--- src/rtl/grt_pkg.sv ---
// Shared types and constants of the grid ray traversal core.
package grt_pkg;

  localparam int COORD_W       = 22;
  localparam int CELL_W        = 12;
  localparam int TYPE_W        = 8;
  localparam int DIM_W         = 7;
  localparam int TSIZE_W       = 8;
  localparam int MAP_CELLS_DEF = 4096;
  localparam int FRAC_BITS_DEF = 8;
  localparam int MULA_W        = 26;
  localparam int MULB_W        = 24;
  localparam int PROD_W        = MULA_W + MULB_W;
  localparam int DIV_NW        = 48;
  localparam int DIV_DW        = 24;
  localparam int DIV_CNT_W     = 6;
  localparam int IDX_W         = 17;
  localparam int CFG_AW        = 5;
  localparam int CFG_DW        = 32;

  localparam logic [2:0] REG_MAP_WIDTH  = 3'd0;
  localparam logic [2:0] REG_MAP_HEIGHT = 3'd1;
  localparam logic [2:0] REG_TILE_SIZE  = 3'd2;
  localparam logic [2:0] REG_WALL       = 3'd3;
  localparam logic [2:0] REG_ENEMY_WALL = 3'd4;

  localparam logic KIND_WRITE = 1'b0;
  localparam logic KIND_CAST  = 1'b1;

  typedef struct packed {
    logic [DIM_W-1:0]   map_width;
    logic [DIM_W-1:0]   map_height;
    logic [TSIZE_W-1:0] tile_size;
    logic [TYPE_W-1:0]  wall_type;
    logic [TYPE_W-1:0]  enemy_wall_type;
  } grt_cfg_t;

  typedef struct packed {
    logic [MULA_W-1:0] mul_a;
    logic [MULB_W-1:0] mul_b;
    logic              div_start;
    logic [DIV_NW-1:0] div_num;
    logic [DIV_DW-1:0] div_den;
  } grt_unit_req_t;

  typedef struct packed {
    logic [PROD_W-1:0] prod;
    logic              div_done;
    logic [DIV_NW-1:0] quo;
    logic [DIV_DW-1:0] rem;
  } grt_unit_rsp_t;

  typedef struct packed {
    logic               path_clear;
    logic [COORD_W-1:0] stop_x;
    logic [COORD_W-1:0] stop_y;
    logic               tile_valid;
    logic [CELL_W-1:0]  last_tile;
  } grt_res_t;

endpackage

--- src/rtl/grt_unit.sv ---
// Shared arithmetic unit: registered multiplier and a restoring bit-serial divider.
module grt_unit import grt_pkg::*; (
  input  logic          clk,
  input  logic          rst_n,
  input  grt_unit_req_t req,
  output grt_unit_rsp_t rsp
);

  logic [PROD_W-1:0]    prod_r;
  logic [DIV_NW-1:0]    quo_r, quo_nxt;
  logic [DIV_DW-1:0]    rem_r, rem_nxt;
  logic [DIV_DW-1:0]    den_r, den_nxt;
  logic [DIV_CNT_W-1:0] cnt_r, cnt_nxt;
  logic                 busy_r, busy_nxt;
  logic                 done_r, done_nxt;
  logic [DIV_DW:0]      shifted;
  logic [DIV_DW:0]      diff;

  always_comb begin
    shifted  = {rem_r, quo_r[DIV_NW-1]};
    diff     = shifted - {1'b0, den_r};
    quo_nxt  = quo_r;
    rem_nxt  = rem_r;
    den_nxt  = den_r;
    cnt_nxt  = cnt_r;
    busy_nxt = busy_r;
    done_nxt = 1'b0;
    if (req.div_start) begin
      quo_nxt  = req.div_num;
      rem_nxt  = '0;
      den_nxt  = req.div_den;
      cnt_nxt  = DIV_CNT_W'(DIV_NW);
      busy_nxt = 1'b1;
    end else if (busy_r) begin
      if (!diff[DIV_DW]) begin
        rem_nxt = diff[DIV_DW-1:0];
        quo_nxt = {quo_r[DIV_NW-2:0], 1'b1};
      end else begin
        rem_nxt = shifted[DIV_DW-1:0];
        quo_nxt = {quo_r[DIV_NW-2:0], 1'b0};
      end
      cnt_nxt = cnt_r - 1'b1;
      if (cnt_r == DIV_CNT_W'(1)) begin
        busy_nxt = 1'b0;
        done_nxt = 1'b1;
      end
    end
  end

  always_ff @(posedge clk) begin
    if (!rst_n) begin
      busy_r <= 1'b0;
      done_r <= 1'b0;
      cnt_r  <= '0;
    end else begin
      busy_r <= busy_nxt;
      done_r <= done_nxt;
      cnt_r  <= cnt_nxt;
    end
    prod_r <= PROD_W'(req.mul_a) * PROD_W'(req.mul_b);
    quo_r  <= quo_nxt;
    rem_r  <= rem_nxt;
    den_r  <= den_nxt;
  end

  assign rsp.prod     = prod_r;
  assign rsp.div_done = done_r;
  assign rsp.quo      = quo_r;
  assign rsp.rem      = rem_r;

endmodule

--- config.mk ---
export PLATFORM = sky130hd
export DESIGN_NAME = grt_unit
export DESIGN_NICKNAME = d
export VERILOG_FILES = /design/src/rtl/grt_pkg.sv /design/src/rtl/grt_unit.sv
export SDC_FILE = /design/constraint.sdc
export NUM_CORES = 2
export LEC_CHECK = 0
export CORE_MARGIN = 1
export CORE_UTILIZATION = 35
export DETAILED_ROUTE_END_ITERATION = 6
export DONT_BUFFER_PORTS = 1
export GPL_TIMING_DRIVEN = 0
export HOLD_SLACK_MARGIN = 0.12
export REMOVE_ABC_BUFFERS = 1
export SLEW_MARGIN = 20
export SYNTH_ARGS = -nofsm -noshare
export SYNTH_HDL_FRONTEND = slang
export SYNTH_SLANG_ARGS = --single-unit
--- constraint.sdc ---
create_clock -name clk -period 13.1 [get_ports clk]
set_input_delay 2.62 -clock clk [delete_from_list [all_inputs] [get_ports clk]]
set_output_delay 2.62 -clock clk [all_outputs]
set_load 0.02 [all_outputs]
# [Word-level counts from Yosys, hierarchy flattened]
# Index checks and enable logic that the tools add are counted.
[classes] mux=10 bitwise=2 eq_ne=1 reduce_logical=3 mul=1 n_addsub=2
[op_table] op="two-way mux 48 bit" n=2
[op_table] op="multiplier 26 x 24 -> 50 bit" n=1
[op_table] op="subtractor 25 x 24 -> 25 bit" n=1
[op_table] op="two-way mux 24 bit" n=1
[op_table] op="two-way mux 6 bit" n=2
[op_table] op="== test 6 x 1 -> 1 bit, second input constant" n=1
[op_table] op="subtractor 6 x 1 -> 6 bit, second input constant" n=1
[op_table] op="two-way mux 1 bit" n=5
[op_table] op="OR reduction 3 bit" n=1
[op_table] op="inverter 1 bit" n=2
[op_table] op="nonzero test 2 bit" n=1
[op_table] op="OR reduction 2 bit" n=1
[word_totals] inputBits=125 wordCells=27 output_inout_bits=123 regBits=154

# [Depth between registers and ports, before layout]
[logic_depth] ltp_word=4 depth_mapped=28 mapped_depth_nobuf=26

# [Least setup slack after synthesis]
# Ideal clock, no wire load.
[synth_timing] path_kind="input -> register" start="input port req[76] in the netlist's numbering" end="register prod_r[41]" required_time_ps=12973 path_buffers=3 setup_time_ps=127 path_slack_ps=3975 cell_stages=25 t_arrival_ps=8997 cell_sequence="clkbuf_1 > clkbuf_1 > nand2_1 > fa_1 > inv_1 > fa_1 > inv_1 > fa_1 > fa_1 > inv_1 > fa_1 > fa_1 > inv_1 > fa_1 > inv_1 > ha_1 > clkbuf_1 > nand3_1 > o21ai_0 > a31oi_1 > o41ai_1 > a21boi_0 > o21ai_0 > a31oi_1 > xnor2_1"
[synth_between] elab_chain_len=1
[synth_lines] element="start: declaration" line_no="grt_unit.sv:5" source="input grt_unit_req_t req,"
[synth_lines] element="multiplier 26 x 24 -> 50 bit" line_no="grt_unit.sv:60" source="prod_r <= PROD_W'(req.mul_a) * PROD_W'(req.mul_b);"
[synth_lines] element="end signal: assignment" line_no="grt_unit.sv:60"
[synth_lines] element="end: declaration" line_no="grt_unit.sv:9" source="logic [PROD_W-1:0] prod_r;"
# Every way passes these cells.
# A chain may end at the register's enable or synchronous reset.

# [Worst setup path after layout]
[layout_timing] start="input port req[73] in the netlist's numbering" end="register prod_r[44]"
# The elaborated chain is that of the path after synthesis.

==> flow_metrics.tcl <==
set metrics [dict create \
    setup_viol 0 \
    result_of_the_run "finished clean" \
    hpwlAfterDp_mm 52.0 \
    dpl_cell_area_um2 27400 \
    overall_track_demand_over_capacity_in_global_routing 0.180 \
    cts-hold-fix-buffers 0 \
    antenna_left 0 \
    max_freq_ghz 0.109 \
    worst_case_hold_path_end_point "cnt_r[1]$_SDFFE_PP0P_" \
    wl_met3_mm 3.65 \
    hold_path_class "flop to flop" \
    critPathRequiredTime_ns 13.45 \
    grt_first_pass_wirelength_mm 109 \
    met2_length_mm 34.3 \
    critPathArrivalTime_ns 9.53 \
    cts.reportedPaths.clkPinSlew_ns 0.08 \
    worstSetupPathType "input port to flop" \
    placementRows 100 \
    endpoint_class_of_the_critical_path "flop" \
    timing.reg2reg.setup_slack_ns 9.22 \
    tritoncts_clock_tree "built" \
    postSynthCellCount 2850 \
    critical_path_start_type "input port" \
    synth_async_sr_flop_share 0 \
    root_buffer "sky130_fd_sc_hd__clkbuf_16" \
    timing.clock.skew_ns 0.0246 \
    nFillCells 7608 \
    slew_headroom 0.529 \
    grt_antenna_before_repair 1 \
    multi_input_area_um2 20000 \
    layout_min_cycle_time_ns 9.18 \
    holdCritStartpoint "cnt_r[1]$_SDFFE_PP0P_" \
    worst_pin_slew_ns 0.699 \
    reg2reg_from "quo_r[47]$_DFFE_PP_" \
    synth-edff-count 72 \
    h-tree-depth 4 \
    area.sequential_um2 3800 \
    via_count_of_the_first_global_routing_pass 19700 \
    syn_area_per_cell_um2 9.38 \
    slew_viol_final 0 \
    routedWlPerCell_um 18.3 \
    regToRegEndpoint "rem_r[0]$_SDFFE_PP0P_" \
    synth_seq_area_share 0.142 \
    dieArea_um2 77500 \
    clock_latency_on_the_worst_skew_pair_ns 0.45 \
    maximum_number_of_pins_on_one_net_before_global_route_repair 102 \
    drt_pass1_iterations 5 \
    maxCapViolations 0 \
    post-route-cell-area_um2 28100 \
    finalHoldViolations 0 \
    fin_worst_hold_slack_ns 0.502 \
    grt_setup_unrepaired "false" \
    start_util 0.357 \
    yosys_register_bits 154 \
    die_height_um 278 \
    core_area_um2 74900 \
    io_buffers 0 \
    finalWeightedCongestion 0.842 \
    antenna_cells 0 \
    route.vias.total 18400 \
    route.top_layer_used "met4" \
    worstHoldPathCells 2 \
    postCtsSetupBuffers 0 \
    totalWireLength_mm 68.0 \
    nNetsFinal 3581 \
    synth_top_flop_cell "sky130_fd_sc_hd__dfxtp_1" \
    wl_met1_mm 28.8 \
    drive_gt1_frac 0.0347 \
    final.setup.tns_ns 0 \
    post_cts_resize_count 0 \
    chipWidth_um 278 \
    fin_util 0.375 \
    area_delta_synth_final_pct 5.01 \
    avgViaCountPerCell 4.96 \
    yosys.cell_types.count 58 \
    syn-cell-area_um2 26700 \
    cts_made_buffers 17 \
    clock_tree.buffer_depth 2 \
    cts.sinks 154 \
    detail_route.iter0.violations 898 \
    pin_count 248 \
    post-route-period-util 0.701 \
    detail_route.drc_violations 0 \
    critPathMaxFanout 26 \
    ys_warn_count 0 \
    globalRouteOverflowTotal 0 \
    r2r.worst_path.cells 14 \
]
-- cell families after synthesis --
| group | count (synthesis) | synth area share |
|---|---|---|
| AND/OR/NAND/NOR | 812 | 0.149 |
| buffers and inverters | 776 | 0.110 |
| adder cells (fa/ha/maj) | 729 | 0.489 |
| AO/OA/AOI/OAI | 246 | 0.0598 |
| flip-flops | 154 | 0.142 |
| XOR/XNOR | 69 | 0.0233 |
| multiplexers | 64 | 0.0262 |
-- state kept, by name (all words and copies together), names as in the netlist --
register	flops
quo_r	48
done_r	1
rem_r	24
prod_r	50
cnt_r	6
busy_r	1
den_r	24
-- cell usage after synthesis (16+ instances only) --
library cell / instances / area (um^2)
sky130_fd_sc_hd__a21oi_1: 73 / 365
sky130_fd_sc_hd__inv_1: 631 / 2370
sky130_fd_sc_hd__ha_1: 202 / 2530
sky130_fd_sc_hd__and2_1: 308 / 1930
sky130_fd_sc_hd__mux2i_1: 16 / 160
sky130_fd_sc_hd__mux2_2: 48 / 541
sky130_fd_sc_hd__xor2_1: 22 / 193
sky130_fd_sc_hd__nor2_1: 64 / 240
sky130_fd_sc_hd__nand2_1: 367 / 1380
sky130_fd_sc_hd__a211oi_1: 23 / 173
sky130_fd_sc_hd__clkbuf_1: 137 / 514
sky130_fd_sc_hd__dfxtp_1: 82 / 1640
sky130_fd_sc_hd__xnor2_1: 46 / 403
sky130_fd_sc_hd__edfxtp_1: 72 / 2160
sky130_fd_sc_hd__fa_1: 527 / 10600
sky130_fd_sc_hd__o21ai_0: 42 / 210
sky130_fd_sc_hd__a21o_1: 41 / 308
-- per-stage QoR --
step | cells | worst slack [ns]
2_1_floorplan | 2706 | 4.45
3_3_place_gp | 3675 | 3.07
3_5_place_dp | 3676 | 3.51
4_1_cts | 3708 | 3.98
5_1_grt | 3709 | 3.59
6_report | 3709 | 3.92
-- worst max path at each step --
stage / start / end / slack [ns] / cells after the start
2_1_floorplan: req[73] / prod_r[41]$_DFF_P_ / 4.45 / 24
3_3_place_gp: req[73] / prod_r[41]$_DFF_P_ / 3.07 / 24
3_5_place_dp: req[73] / prod_r[41]$_DFF_P_ / 3.51 / 24
4_1_cts: req[73] / prod_r[41]$_DFF_P_ / 3.98 / 24
5_1_grt: req[73] / prod_r[44]$_DFF_P_ / 3.59 / 21
6_report: req[73] / prod_r[44]$_DFF_P_ / 3.92 / 23
-- placed cells by master (no fill, tap or decap), types with 12 or more instances in the layout --
cell,n
sky130_fd_sc_hd__a211oi_1,23
sky130_fd_sc_hd__a21o_1,41
sky130_fd_sc_hd__a21oi_1,73
sky130_fd_sc_hd__and2_1,308
sky130_fd_sc_hd__clkbuf_16,17
sky130_fd_sc_hd__dfxtp_1,81
sky130_fd_sc_hd__edfxtp_1,72
sky130_fd_sc_hd__fa_1,527
sky130_fd_sc_hd__ha_1,202
sky130_fd_sc_hd__inv_1,631
sky130_fd_sc_hd__mux2_2,48
sky130_fd_sc_hd__mux2i_1,16
sky130_fd_sc_hd__nand2_1,367
sky130_fd_sc_hd__nand3_1,15
sky130_fd_sc_hd__nor2_1,64
sky130_fd_sc_hd__o21a_1,12
sky130_fd_sc_hd__o21ai_0,42
sky130_fd_sc_hd__xnor2_1,46
sky130_fd_sc_hd__xor2_1,22
-- critical path: stages --
cell and delay [ns]:
sky130_fd_sc_hd__and2_1 0.17, sky130_fd_sc_hd__fa_1 0.52, sky130_fd_sc_hd__fa_1 0.56, sky130_fd_sc_hd__inv_1 0.06, sky130_fd_sc_hd__fa_1 0.52, sky130_fd_sc_hd__inv_1 0.05, sky130_fd_sc_hd__fa_1 0.51, sky130_fd_sc_hd__inv_1 0.06
sky130_fd_sc_hd__fa_1 0.53, sky130_fd_sc_hd__inv_1 0.05, sky130_fd_sc_hd__fa_1 0.49, sky130_fd_sc_hd__inv_1 0.05, sky130_fd_sc_hd__fa_1 0.48, sky130_fd_sc_hd__inv_1 0.04, sky130_fd_sc_hd__ha_1 0.34, sky130_fd_sc_hd__and3_1 0.22
sky130_fd_sc_hd__nand2_1 0.06, sky130_fd_sc_hd__o221ai_1 0.54, sky130_fd_sc_hd__a311o_1 0.38, sky130_fd_sc_hd__o211ai_1 0.23, sky130_fd_sc_hd__o31ai_2 0.57, sky130_fd_sc_hd__a21boi_0 0.21, sky130_fd_sc_hd__xnor2_1 0.25
-- layer usage --
layer	track usage	vias to the layer above
met5	0	-
met2	0.315	437
met4	0.0429	0
li1	-	8323
met3	0.0279	66
met1	0.233	9578
-- layout make-up --
class	count	share of cell area
Multi-Input combinational cell	1920	0.713
Sequential cell	154	0.136
Inverter	632	0.0845
Clock buffer	17	0.0152
Tap cell	969	0.0432
Clock inverter	15	0.00704
Timing Repair Buffer	2	0.00196
Power is not shown: default switching activity piles up to over one toggle a cycle in this logic, so the estimate is an artifact.
