**src/rtl/grt_pkg.sv**
```systemverilog
// Shared types and constants of the grid ray traversal core.
package grt_pkg;

  localparam int COORD_W       = 22;
  localparam int CELL_W        = 12;
  localparam int TYPE_W        = 8;
  localparam int DIM_W         = 7;
  localparam int TSIZE_W       = 8;
  localparam int MAP_CELLS_DEF = 4096;
  localparam int FRAC_BITS_DEF = 8;
  localparam int MULA_W        = 26;
  localparam int MULB_W        = 24;
  localparam int PROD_W        = MULA_W + MULB_W;
  localparam int DIV_NW        = 48;
  localparam int DIV_DW        = 24;
  localparam int DIV_CNT_W     = 6;
  localparam int IDX_W         = 17;
  localparam int CFG_AW        = 5;
  localparam int CFG_DW        = 32;

  localparam logic [2:0] REG_MAP_WIDTH  = 3'd0;
  localparam logic [2:0] REG_MAP_HEIGHT = 3'd1;
  localparam logic [2:0] REG_TILE_SIZE  = 3'd2;
  localparam logic [2:0] REG_WALL       = 3'd3;
  localparam logic [2:0] REG_ENEMY_WALL = 3'd4;

  localparam logic KIND_WRITE = 1'b0;
  localparam logic KIND_CAST  = 1'b1;

  typedef struct packed {
    logic [DIM_W-1:0]   map_width;
    logic [DIM_W-1:0]   map_height;
    logic [TSIZE_W-1:0] tile_size;
    logic [TYPE_W-1:0]  wall_type;
    logic [TYPE_W-1:0]  enemy_wall_type;
  } grt_cfg_t;

  typedef struct packed {
    logic [MULA_W-1:0] mul_a;
    logic [MULB_W-1:0] mul_b;
    logic              div_start;
    logic [DIV_NW-1:0] div_num;
    logic [DIV_DW-1:0] div_den;
  } grt_unit_req_t;

  typedef struct packed {
    logic [PROD_W-1:0] prod;
    logic              div_done;
    logic [DIV_NW-1:0] quo;
    logic [DIV_DW-1:0] rem;
  } grt_unit_rsp_t;

  typedef struct packed {
    logic               path_clear;
    logic [COORD_W-1:0] stop_x;
    logic [COORD_W-1:0] stop_y;
    logic               tile_valid;
    logic [CELL_W-1:0]  last_tile;
  } grt_res_t;

endpackage

```
**src/rtl/grt_seq.sv**
```systemverilog
// Sequencer of one cast: tile setup, grid walk, tile tests and stop point.
module grt_seq import grt_pkg::*; #(
  parameter int MAP_CELLS = MAP_CELLS_DEF,
  parameter int FRAC_BITS = FRAC_BITS_DEF,
  parameter int AW        = $clog2(MAP_CELLS_DEF)
) (
  input  logic               clk,
  input  logic               rst_n,
  input  grt_cfg_t           cfg,
  input  logic               start,
  input  logic [COORD_W-1:0] origin_x,
  input  logic [COORD_W-1:0] origin_y,
  input  logic [COORD_W-1:0] target_x,
  input  logic [COORD_W-1:0] target_y,
  output logic               idle,
  output grt_unit_req_t      unit_req,
  input  grt_unit_rsp_t      unit_rsp,
  output logic [AW-1:0]      raddr,
  input  logic [TYPE_W-1:0]  rdata,
  output logic               res_pending,
  input  logic               res_ack,
  output grt_res_t           res
);

  localparam int TW = TSIZE_W + FRAC_BITS;
  localparam int CW = COORD_W - FRAC_BITS + 3;
  localparam int SW = COORD_W + 4;

  typedef enum logic [14:0] {
    S_IDLE = 15'b000000000000001,
    S_DXG  = 15'b000000000000010,
    S_DXW  = 15'b000000000000100,
    S_DYG  = 15'b000000000001000,
    S_DYW  = 15'b000000000010000,
    S_TIDX = 15'b000000000100000,
    S_TRD  = 15'b000000001000000,
    S_TCHK = 15'b000000010000000,
    S_MULA = 15'b000000100000000,
    S_MULB = 15'b000001000000000,
    S_STEP = 15'b000010000000000,
    S_MULO = 15'b000100000000000,
    S_DOG  = 15'b001000000000000,
    S_DOW  = 15'b010000000000000,
    S_DONE = 15'b100000000000000
  } state_t;

  state_t state_r, state_nxt;
  logic [COORD_W-1:0] ox_r, oy_r, tx_r, ty_r, adx_r, ady_r;
  logic [COORD_W-1:0] ox_nxt, oy_nxt, tx_nxt, ty_nxt, adx_nxt, ady_nxt;
  logic               sxn_r, syn_r, sxn_nxt, syn_nxt;
  logic [TW-1:0]      t_r, t_nxt;
  logic signed [CW-1:0] cx_r, cy_r, cx_nxt, cy_nxt;
  logic [MULA_W-1:0]  nx_r, ny_r, n_r, nx_nxt, ny_nxt, n_nxt;
  logic               stepx_r, stepx_nxt;
  logic               orig_r, orig_nxt;
  logic               inmap_r, inmap_nxt;
  logic [IDX_W-1:0]   idx_r, idx_nxt, idx_w;
  logic [PROD_W-1:0]  pa_r, pa_nxt;
  grt_res_t           res_r, res_nxt;
  logic               stepx_w, blk;
  logic [MULA_W-1:0]  n_w;
  logic [COORD_W-1:0] ad_w, adj_w;
  logic [TSIZE_W-1:0] ts_w;

  function automatic logic [COORD_W-1:0] sat_along(input logic [COORD_W-1:0] o,
                                                   input logic neg,
                                                   input logic [SW-3:0] m);
    logic signed [SW-1:0] v;
    if (neg) begin
      v = $signed({2'b00, o}) - $signed({2'b00, m});
    end else begin
      v = $signed({2'b00, o}) + $signed({2'b00, m});
    end
    if (v < 0) begin
      return '0;
    end else if (v > $signed(SW'({COORD_W{1'b1}}))) begin
      return {COORD_W{1'b1}};
    end
    return v[COORD_W-1:0];
  endfunction

  assign idle        = (state_r == S_IDLE);
  assign res_pending = (state_r == S_DONE);
  assign res         = res_r;
  assign idx_w       = IDX_W'(unit_rsp.prod[13:0]) + IDX_W'(cx_r[DIM_W-1:0]);
  assign raddr       = AW'(idx_w);
  assign blk         = inmap_r && (rdata == cfg.wall_type || rdata == cfg.enemy_wall_type);
  assign stepx_w     = (ady_r == '0) ||
                       (adx_r != '0 && pa_r < unit_rsp.prod);
  assign n_w         = stepx_w ? nx_r : ny_r;
  assign ad_w        = stepx_w ? adx_r : ady_r;
  assign adj_w       = stepx_r ? adx_r : ady_r;
  assign ts_w        = (cfg.tile_size == '0) ? TSIZE_W'(1) : cfg.tile_size;

  always_comb begin
    state_nxt = state_r;
    ox_nxt = ox_r; oy_nxt = oy_r; tx_nxt = tx_r; ty_nxt = ty_r;
    adx_nxt = adx_r; ady_nxt = ady_r; sxn_nxt = sxn_r; syn_nxt = syn_r;
    t_nxt = t_r; cx_nxt = cx_r; cy_nxt = cy_r;
    nx_nxt = nx_r; ny_nxt = ny_r; n_nxt = n_r;
    stepx_nxt = stepx_r; orig_nxt = orig_r; inmap_nxt = inmap_r;
    idx_nxt = idx_r; pa_nxt = pa_r; res_nxt = res_r;
    unit_req = '0;
    case (state_r)
      S_IDLE: begin
        if (start) begin
          ox_nxt  = origin_x; oy_nxt = origin_y;
          tx_nxt  = target_x; ty_nxt = target_y;
          sxn_nxt = target_x < origin_x;
          syn_nxt = target_y < origin_y;
          adx_nxt = (target_x < origin_x) ? origin_x - target_x : target_x - origin_x;
          ady_nxt = (target_y < origin_y) ? origin_y - target_y : target_y - origin_y;
          t_nxt   = {ts_w, {FRAC_BITS{1'b0}}};
          orig_nxt = 1'b1;
          res_nxt.path_clear = 1'b1;
          res_nxt.stop_x     = target_x;
          res_nxt.stop_y     = target_y;
          res_nxt.tile_valid = 1'b0;
          res_nxt.last_tile  = '0;
          state_nxt = S_DXG;
        end
      end
      S_DXG: begin
        unit_req.div_start = 1'b1;
        unit_req.div_num   = DIV_NW'(ox_r);
        unit_req.div_den   = DIV_DW'(t_r);
        state_nxt = S_DXW;
      end
      S_DXW: begin
        if (unit_rsp.div_done) begin
          cx_nxt = CW'(unit_rsp.quo);
          nx_nxt = sxn_r ? MULA_W'(unit_rsp.rem) : MULA_W'(t_r) - MULA_W'(unit_rsp.rem);
          state_nxt = S_DYG;
        end
      end
      S_DYG: begin
        unit_req.div_start = 1'b1;
        unit_req.div_num   = DIV_NW'(oy_r);
        unit_req.div_den   = DIV_DW'(t_r);
        state_nxt = S_DYW;
      end
      S_DYW: begin
        if (unit_rsp.div_done) begin
          cy_nxt = CW'(unit_rsp.quo);
          ny_nxt = syn_r ? MULA_W'(unit_rsp.rem) : MULA_W'(t_r) - MULA_W'(unit_rsp.rem);
          state_nxt = S_TIDX;
        end
      end
      S_TIDX: begin
        unit_req.mul_a = MULA_W'(cy_r[DIM_W-1:0]);
        unit_req.mul_b = MULB_W'(cfg.map_width);
        inmap_nxt = (cx_r >= 0) && (cy_r >= 0) &&
                    (cx_r < $signed(CW'(cfg.map_width))) &&
                    (cy_r < $signed(CW'(cfg.map_height)));
        state_nxt = S_TRD;
      end
      S_TRD: begin
        idx_nxt   = idx_w;
        inmap_nxt = inmap_r && (idx_w < IDX_W'(MAP_CELLS));
        state_nxt = S_TCHK;
      end
      S_TCHK: begin
        orig_nxt = 1'b0;
        if (orig_r) begin
          if (blk) begin
            res_nxt.path_clear = 1'b0;
            res_nxt.stop_x     = ox_r;
            res_nxt.stop_y     = oy_r;
            res_nxt.tile_valid = 1'b1;
            res_nxt.last_tile  = CELL_W'(idx_r);
            state_nxt = S_DONE;
          end else if (ox_r == tx_r && oy_r == ty_r) begin
            state_nxt = S_DONE;
          end else begin
            state_nxt = S_MULA;
          end
        end else begin
          if (inmap_r) begin
            res_nxt.tile_valid = 1'b1;
            res_nxt.last_tile  = CELL_W'(idx_r);
          end
          state_nxt = blk ? S_MULO : S_MULA;
        end
      end
      S_MULA: begin
        unit_req.mul_a = nx_r;
        unit_req.mul_b = MULB_W'(ady_r);
        state_nxt = S_MULB;
      end
      S_MULB: begin
        unit_req.mul_a = ny_r;
        unit_req.mul_b = MULB_W'(adx_r);
        pa_nxt = unit_rsp.prod;
        state_nxt = S_STEP;
      end
      S_STEP: begin
        stepx_nxt = stepx_w;
        n_nxt     = n_w;
        if (stepx_w) begin
          cx_nxt = sxn_r ? cx_r - CW'(1) : cx_r + CW'(1);
          nx_nxt = nx_r + MULA_W'(t_r);
        end else begin
          cy_nxt = syn_r ? cy_r - CW'(1) : cy_r + CW'(1);
          ny_nxt = ny_r + MULA_W'(t_r);
        end
        state_nxt = (n_w >= MULA_W'(ad_w)) ? S_DONE : S_TIDX;
      end
      S_MULO: begin
        unit_req.mul_a = n_r;
        unit_req.mul_b = MULB_W'(stepx_r ? ady_r : adx_r);
        state_nxt = S_DOG;
      end
      S_DOG: begin
        unit_req.div_start = 1'b1;
        unit_req.div_num   = DIV_NW'({unit_rsp.prod, 1'b0}) + DIV_NW'(adj_w);
        unit_req.div_den   = DIV_DW'({adj_w, 1'b0});
        state_nxt = S_DOW;
      end
      S_DOW: begin
        if (unit_rsp.div_done) begin
          res_nxt.path_clear = 1'b0;
          if (stepx_r) begin
            res_nxt.stop_x = sat_along(ox_r, sxn_r, (SW-2)'(n_r));
            res_nxt.stop_y = sat_along(oy_r, syn_r, (SW-2)'(unit_rsp.quo));
          end else begin
            res_nxt.stop_x = sat_along(ox_r, sxn_r, (SW-2)'(unit_rsp.quo));
            res_nxt.stop_y = sat_along(oy_r, syn_r, (SW-2)'(n_r));
          end
          state_nxt = S_DONE;
        end
      end
      S_DONE: begin
        if (res_ack) begin
          state_nxt = S_IDLE;
        end
      end
      default: begin
        state_nxt = S_IDLE;
      end
    endcase
  end

  always_ff @(posedge clk) begin
    if (!rst_n) begin
      state_r <= S_IDLE;
    end else begin
      state_r <= state_nxt;
    end
    ox_r <= ox_nxt; oy_r <= oy_nxt; tx_r <= tx_nxt; ty_r <= ty_nxt;
    adx_r <= adx_nxt; ady_r <= ady_nxt; sxn_r <= sxn_nxt; syn_r <= syn_nxt;
    t_r <= t_nxt; cx_r <= cx_nxt; cy_r <= cy_nxt;
    nx_r <= nx_nxt; ny_r <= ny_nxt; n_r <= n_nxt;
    stepx_r <= stepx_nxt; orig_r <= orig_nxt; inmap_r <= inmap_nxt;
    idx_r <= idx_nxt; pa_r <= pa_nxt; res_r <= res_nxt;
  end

endmodule

```
**config.mk**
```make
export PLATFORM = sky130hd
export DESIGN_NAME = grt_seq
export DESIGN_NICKNAME = d
export VERILOG_FILES = /design/src/rtl/grt_pkg.sv /design/src/rtl/grt_seq.sv
export SDC_FILE = /design/constraint.sdc
export NUM_CORES = 2
export LEC_CHECK = 0
export ABC_AREA = 1
export BUFFER_PORTS_ARGS = -buffer_cell sky130_fd_sc_hd__buf_2
export CELL_PAD_IN_SITES_DETAIL_PLACEMENT = 1
export CELL_PAD_IN_SITES_GLOBAL_PLACEMENT = 2
export CORE_UTILIZATION = 31
export DETAILED_ROUTE_END_ITERATION = 8
export PLACE_DENSITY = 0.86
export SYNTH_ARGS = -nofsm -noshare
export SYNTH_HDL_FRONTEND = slang
export SYNTH_SLANG_ARGS = --single-unit
```
**constraint.sdc**
```tcl
create_clock -name clk -period 7.59 [get_ports clk]
set_input_delay 0.3795 -clock clk [delete_from_list [all_inputs] [get_ports clk]]
set_output_delay 0.3795 -clock clk [all_outputs]
set_load 0.1 [all_outputs]
```
# After elaboration in Yosys (flattened, before gate mapping)
# Cells that the tools add are included.
[classes] n_addsub=21 n_lt_le_gt_ge=17 eq_ne=30 mux=94 reduce_logical=24
[op_table] op="26-bit two-way mux" count=23
[op_table] op="22-bit two-way mux" count=17
[op_table] op="15-bit case mux with 15 select lines" count=1
[op_table] op="73-bit case mux with 3 select lines" count=1
[op_table] op="50-bit case mux with 4 select lines" count=1
[op_table] op="15-bit two-way mux" count=9
[op_table] op="45-bit case mux with 3 select lines" count=1
[op_table] op="58-bit two-way mux" count=2
[op_table] op="26-bit by 23-bit > comparator with 1-bit output (second input constant)" count=4
[op_table] op="26-bit by 1-bit < comparator with 1-bit output (second input constant)" count=4
[op_table] op="26-bit case mux with 2 select lines" count=2
[op_table] op="22-bit by 24-bit adder with 25-bit output" count=4
[op_table] op="22-bit by 24-bit subtractor with 25-bit output" count=4
[op_table] op="45-bit two-way mux" count=2
[op_table] op="22-bit subtractor" count=4
[op_table] op="17-bit two-way mux" count=5
[op_table] op="17-bit case mux with 2 select lines" count=2
[op_table] op="26-bit by 16-bit adder with 26-bit output" count=2
[op_table] op="50-bit < comparator" count=1
[op_table] op="48-bit by 22-bit adder with 48-bit output" count=1
[op_table] op="22-bit == test" count=2
[op_table] op="22-bit < comparator" count=2
[op_table] op="44-bit two-way mux" count=1
[op_table] op="17-bit by 2-bit adder with 17-bit output (second input constant)" count=2
[op_table] op="other kinds (42)" count=89
[totals] ff_bits=392 input_bits=261 wordCells=211

# Depth between registers and ports, before layout
[logic_depth] ltp_word=15 ltp_mapped=35

# Least setup slack after synthesis
# Ideal clock, no wire load.
[synth_path] kind="reg2reg" startpoint="reg state_r[11]" endpoint="reg adx_r[0], enable pin" arrival_ps=8763 slack_ps=-1819 path_stages_with_launch=8 path_buffers=0 path_cell_list="dfxtp_1 nor2_1 nand2_1 nor2_1 nand2_1 nor4_2 inv_1 nor2_1"
[synth_between] elab_chain_len=2
[synth_lines] element="start, declared" line="grt_seq.sv:47" rtl="state_t state_r, state_nxt;"
[synth_lines] element="start signal, assigned" line="grt_seq.sv:247" rtl="state_r <= state_nxt;"
[synth_lines] element="15-bit by 1-bit == test with 1-bit output"
[synth_lines] element="named net idle" line="grt_seq.sv:15" rtl="output logic idle,"
[synth_lines] element="2-bit AND reduction (no line)"
[synth_lines] element="end signal, assigned" line="grt_seq.sv:250" rtl="adx_r <= adx_nxt; ady_r <= ady_nxt; sxn_r <= sxn_nxt; syn_r <= syn_nxt;"
[synth_lines] element="end, declared" line="grt_seq.sv:48" rtl="logic [COORD_W-1:0] ox_r, oy_r, tx_r, ty_r, adx_r, ady_r;"
# The timed path passes the listed nets, and every way through them passes these cells.
# A chain may end at the register's enable or synchronous reset.

==> out/qor.txt <==
run status = complete, no violations
hold path depth = 1
initial drt markers = 4645
antenna-violating nets left = 0
CTS tree = yes
fillers = 17000
Fmax = 0.174 GHz
LEAKAGE = 23.1 nW
worst slack, placed = 2.05 ns
initial antenna violation count = 18
DRT Pass-1 Iters = 5
Synth Register Bits = 392
max_slew headroom = 18.5%
flop2flop setup slack = 2.02 ns
hpwl dp = 176000 um
core area = 0.133 mm^2
clock skew = 0.0406 ns
synth top area cells = edfxtp_1 27%, nand2_1 14%, ha_1 13%
kind of critical path = register to primary output
CTS root buffer = clkbuf_16
Die ar. = 0.136 mm^2
Fin Setup TNS = 0 ns
I/O Buffers = 427
routed vias = 45600
Max IR drop VDD = 257 uV
first-pass GRT wire length = 308000 um
Util after Layout = 36.1%
fin crit period = 5.76 ns
Slew Viols, Final = 0
Power, Total = 13.8 mW
Tot GR Track Use = 30.8%
reg2reg path depth = 22
RSZ-0062 raised after global routing = no
Final WS setup = 1.83 ns
IO Count = 456
CP top delay family = compound AO/OA/AOI/OAI gates
Die H = 369 um
DRC errors left = 0
vias in the first global route = 45000
post-synth cell types = 67
most frequent CP cell = nand2_1
period utilization = 75.8%
cell chain of the critical path = buf_4, o21ai_0, inv_1, fa_1, nand2_1, a21oi_1, nand2_1, nand2_1, nand2_1, nand3_1, nand2_1, nand3_1, o21ai_0, o221ai_1, buf_2
syn avg cell area = 6.89 um^2
Nets = 7187
Synth area leader = edfxtp_1
Routed wire per std cell = 26.1 um
P per Cell Area = 286 mW/mm^2
Async SR Flop Fraction = 0%
Clk Latency, worst-skew pair = 0.66 ns
postcts setup bufs = 0
EDFF count, synth = 377
GRT overflow = 0
post-synth top area share = 27.1%
vias per cell = 5.50
crit path launch type = register
largest net degree at the start of global routing = 143
share of layout cells above drive strength 1 = 9.76%
CP Buf/Inv Count = 3
synthesized area = 0.0417 mm^2
critical path's slowest cell = o21ai_0
Final GP Congestion = 1.02
Crit path required time = 7.21 ns
Starting Density = 31.3%
CTS Buf Count = 48
largest incremental delay on the critical path = 0.85 ns
Max Cap Viol = 0
Clock transition at path regs = 0.06 ns
# rows = 134
register area share after synthesis = 27.8%
final WL = 216000 um
Syn-to-layout area delta = 15.3%
Bufs on Longest Clock Path = 3
Fin. Hold Viols = 0
crit path DAT = 5.38 ns
Clock H-tree levels = 2
final setup violation count = 0
HP Class = input pin to register
Warnings, synthesis = 0
Crit Path Max Fanout = 54
Post-Synthesis Cells = 6063
WP depth = 15
clock sink total = 392
Die W = 369 um
crit end category = primary output
worst-margin pin slew = 1.21 ns
top_reg_cell synth = edfxtp_1
==> logic make-up (layout without fill, tap and decap cells) <==
| family | Yosys count | in the layout | synth area share [%] |
|---|---|---|---|
| compound gates | 1305 | 1305 | 17.8 |
| flops | 392 | 392 | 27.8 |
| other cells | 1 | 8 | 0.00898 |
| simple gates | 2616 | 2616 | 25.9 |
| buf+inv | 1090 | 1540 | 10.3 |
| xor+xnor | 202 | 202 | 4.24 |
| fa+ha+maj | 446 | 446 | 13.7 |
| mux | 11 | 11 | 0.264 |
==> worst register-to-register path: cells and delay by family, from the launching register on <==
family / cells / cell delay (ns)
AOI/OAI and AO/OA: 3 / 0.73
buffers and inverters: 1 / 0.54
and+or+nand+nor: 17 / 3.22
DFF: 1 / 0.61
adders and majority gates: 1 / 0.35
==> report_power, final <==
part           total (mW)  switching [mW]  internal (mW)  leakage (nW)
combinational        7.79            5.95           1.84          18.8
clock                2.47            1.06           1.40         0.772
sequential           3.53           0.522           3.01          3.60
==> cell usage in the layout, fill, tap and decap left out, drive strengths merged, types with 5 or more instances in the layout <==
| cell type | instances |
|---|---|
| nand2 | 1609 |
| inv | 882 |
| o21ai | 502 |
| a21oi | 478 |
| buf | 472 |
| nor2 | 467 |
| ha | 428 |
| edfxtp | 377 |
| nand3 | 300 |
| xor2 | 151 |
| dlygate4sd3 | 98 |
| nor3 | 90 |
| nand4 | 70 |
| o22ai | 69 |
| clkbuf | 58 |
| xnor2 | 51 |
| o221ai | 41 |
| nor4 | 41 |
| o211ai | 35 |
| a21o | 32 |
| o21bai | 31 |
| or2 | 23 |
| clkinv | 22 |
| fa | 18 |
| a31oi | 17 |
| a21boi | 17 |
| o21a | 16 |
| a211oi | 16 |
| dfxtp | 15 |
| a22o | 12 |
| mux2i | 11 |
| o2111ai | 9 |
| nand3b | 9 |
| a221oi | 8 |
| bufinv | 6 |
| a22oi | 5 |
| o31ai | 5 |
==> what timing repair did <==
| item | 4_1_cts | 5_1_grt |
|---|---|---|
| gates resized for setup | 0 | 0 |
| endpoints found under the setup margin | 0 | 0 |
| hold endpoints to repair | 99 | 0 |
| hold buffers | 98 | 0 |
==> cells in the mapped netlist (16+ instances only) <==
cell,n
inv_2,26
nand2_1,1607
o21ai_1,52
nand4_1,70
buf_1,17
o221ai_1,41
xnor2_1,51
o22ai_1,69
nor3_1,86
or2_2,18
xor2_1,151
a21o_1,32
ha_1,428
clkbuf_1,94
buf_2,63
o21bai_1,31
o211ai_1,35
a31oi_1,17
edfxtp_1,377
o21a_1,16
o21ai_0,447
nor2_1,459
nand3_1,296
a21oi_1,467
nor4_1,36
inv_1,854
fa_1,18
==> final timing paths <==
| kind | start | end |
|---|---|---|
| min reg2reg | state_r[13] | state_r[13] |
| max reg2reg | ady_r[15] | state_r[14] |
| max | stepx_r | unit_req[37] |
| min | origin_y[9] | oy_r[9] |
==> registers in the layout (all words and copies together) (netlist names), 22 cells and up <==
name,cells
res,58
ady_r,22
n_r,26
pa_r,50
adx_r,22
ty_r,22
ox_r,22
ny_r,26
nx_r,26
tx_r,22
oy_r,22
==> per-stage QoR <==
step,hold slack [ns],instance area (um^2),instances
after floorplan,0.459,41800,6066
after global placement,0.523,45600,8100
after detailed placement,0.550,45600,8100
after CTS,0.00158,48100,8284
after global routing,0.00876,48100,8284
final,0.0113,48100,8288
==> area by class of cell <==
| type | count | area, um^2 | area share, % |
|---|---|---|---|
| Multi-Input combinational cell | 4584 | 25900 | 53.8 |
| Tap cell | 1768 | 2210 | 4.60 |
| Antenna cell | 4 | 10.0 | 0.0208 |
| Clock buffer | 58 | 1280 | 2.66 |
| Clock inverter | 28 | 307 | 0.637 |
| Sequential cell | 392 | 11600 | 24.1 |
| Timing Repair Buffer | 570 | 3480 | 7.23 |
| Inverter | 884 | 3320 | 6.89 |
==> metal layers <==
metal  part of all wire [%]  GRT usage [%]
met3                    7.7           5.31
met5                  0.018              0
met4                    5.0           13.0
met2                     44           48.1
met1                     43           41.5
(Power assumes the default switching activity.)
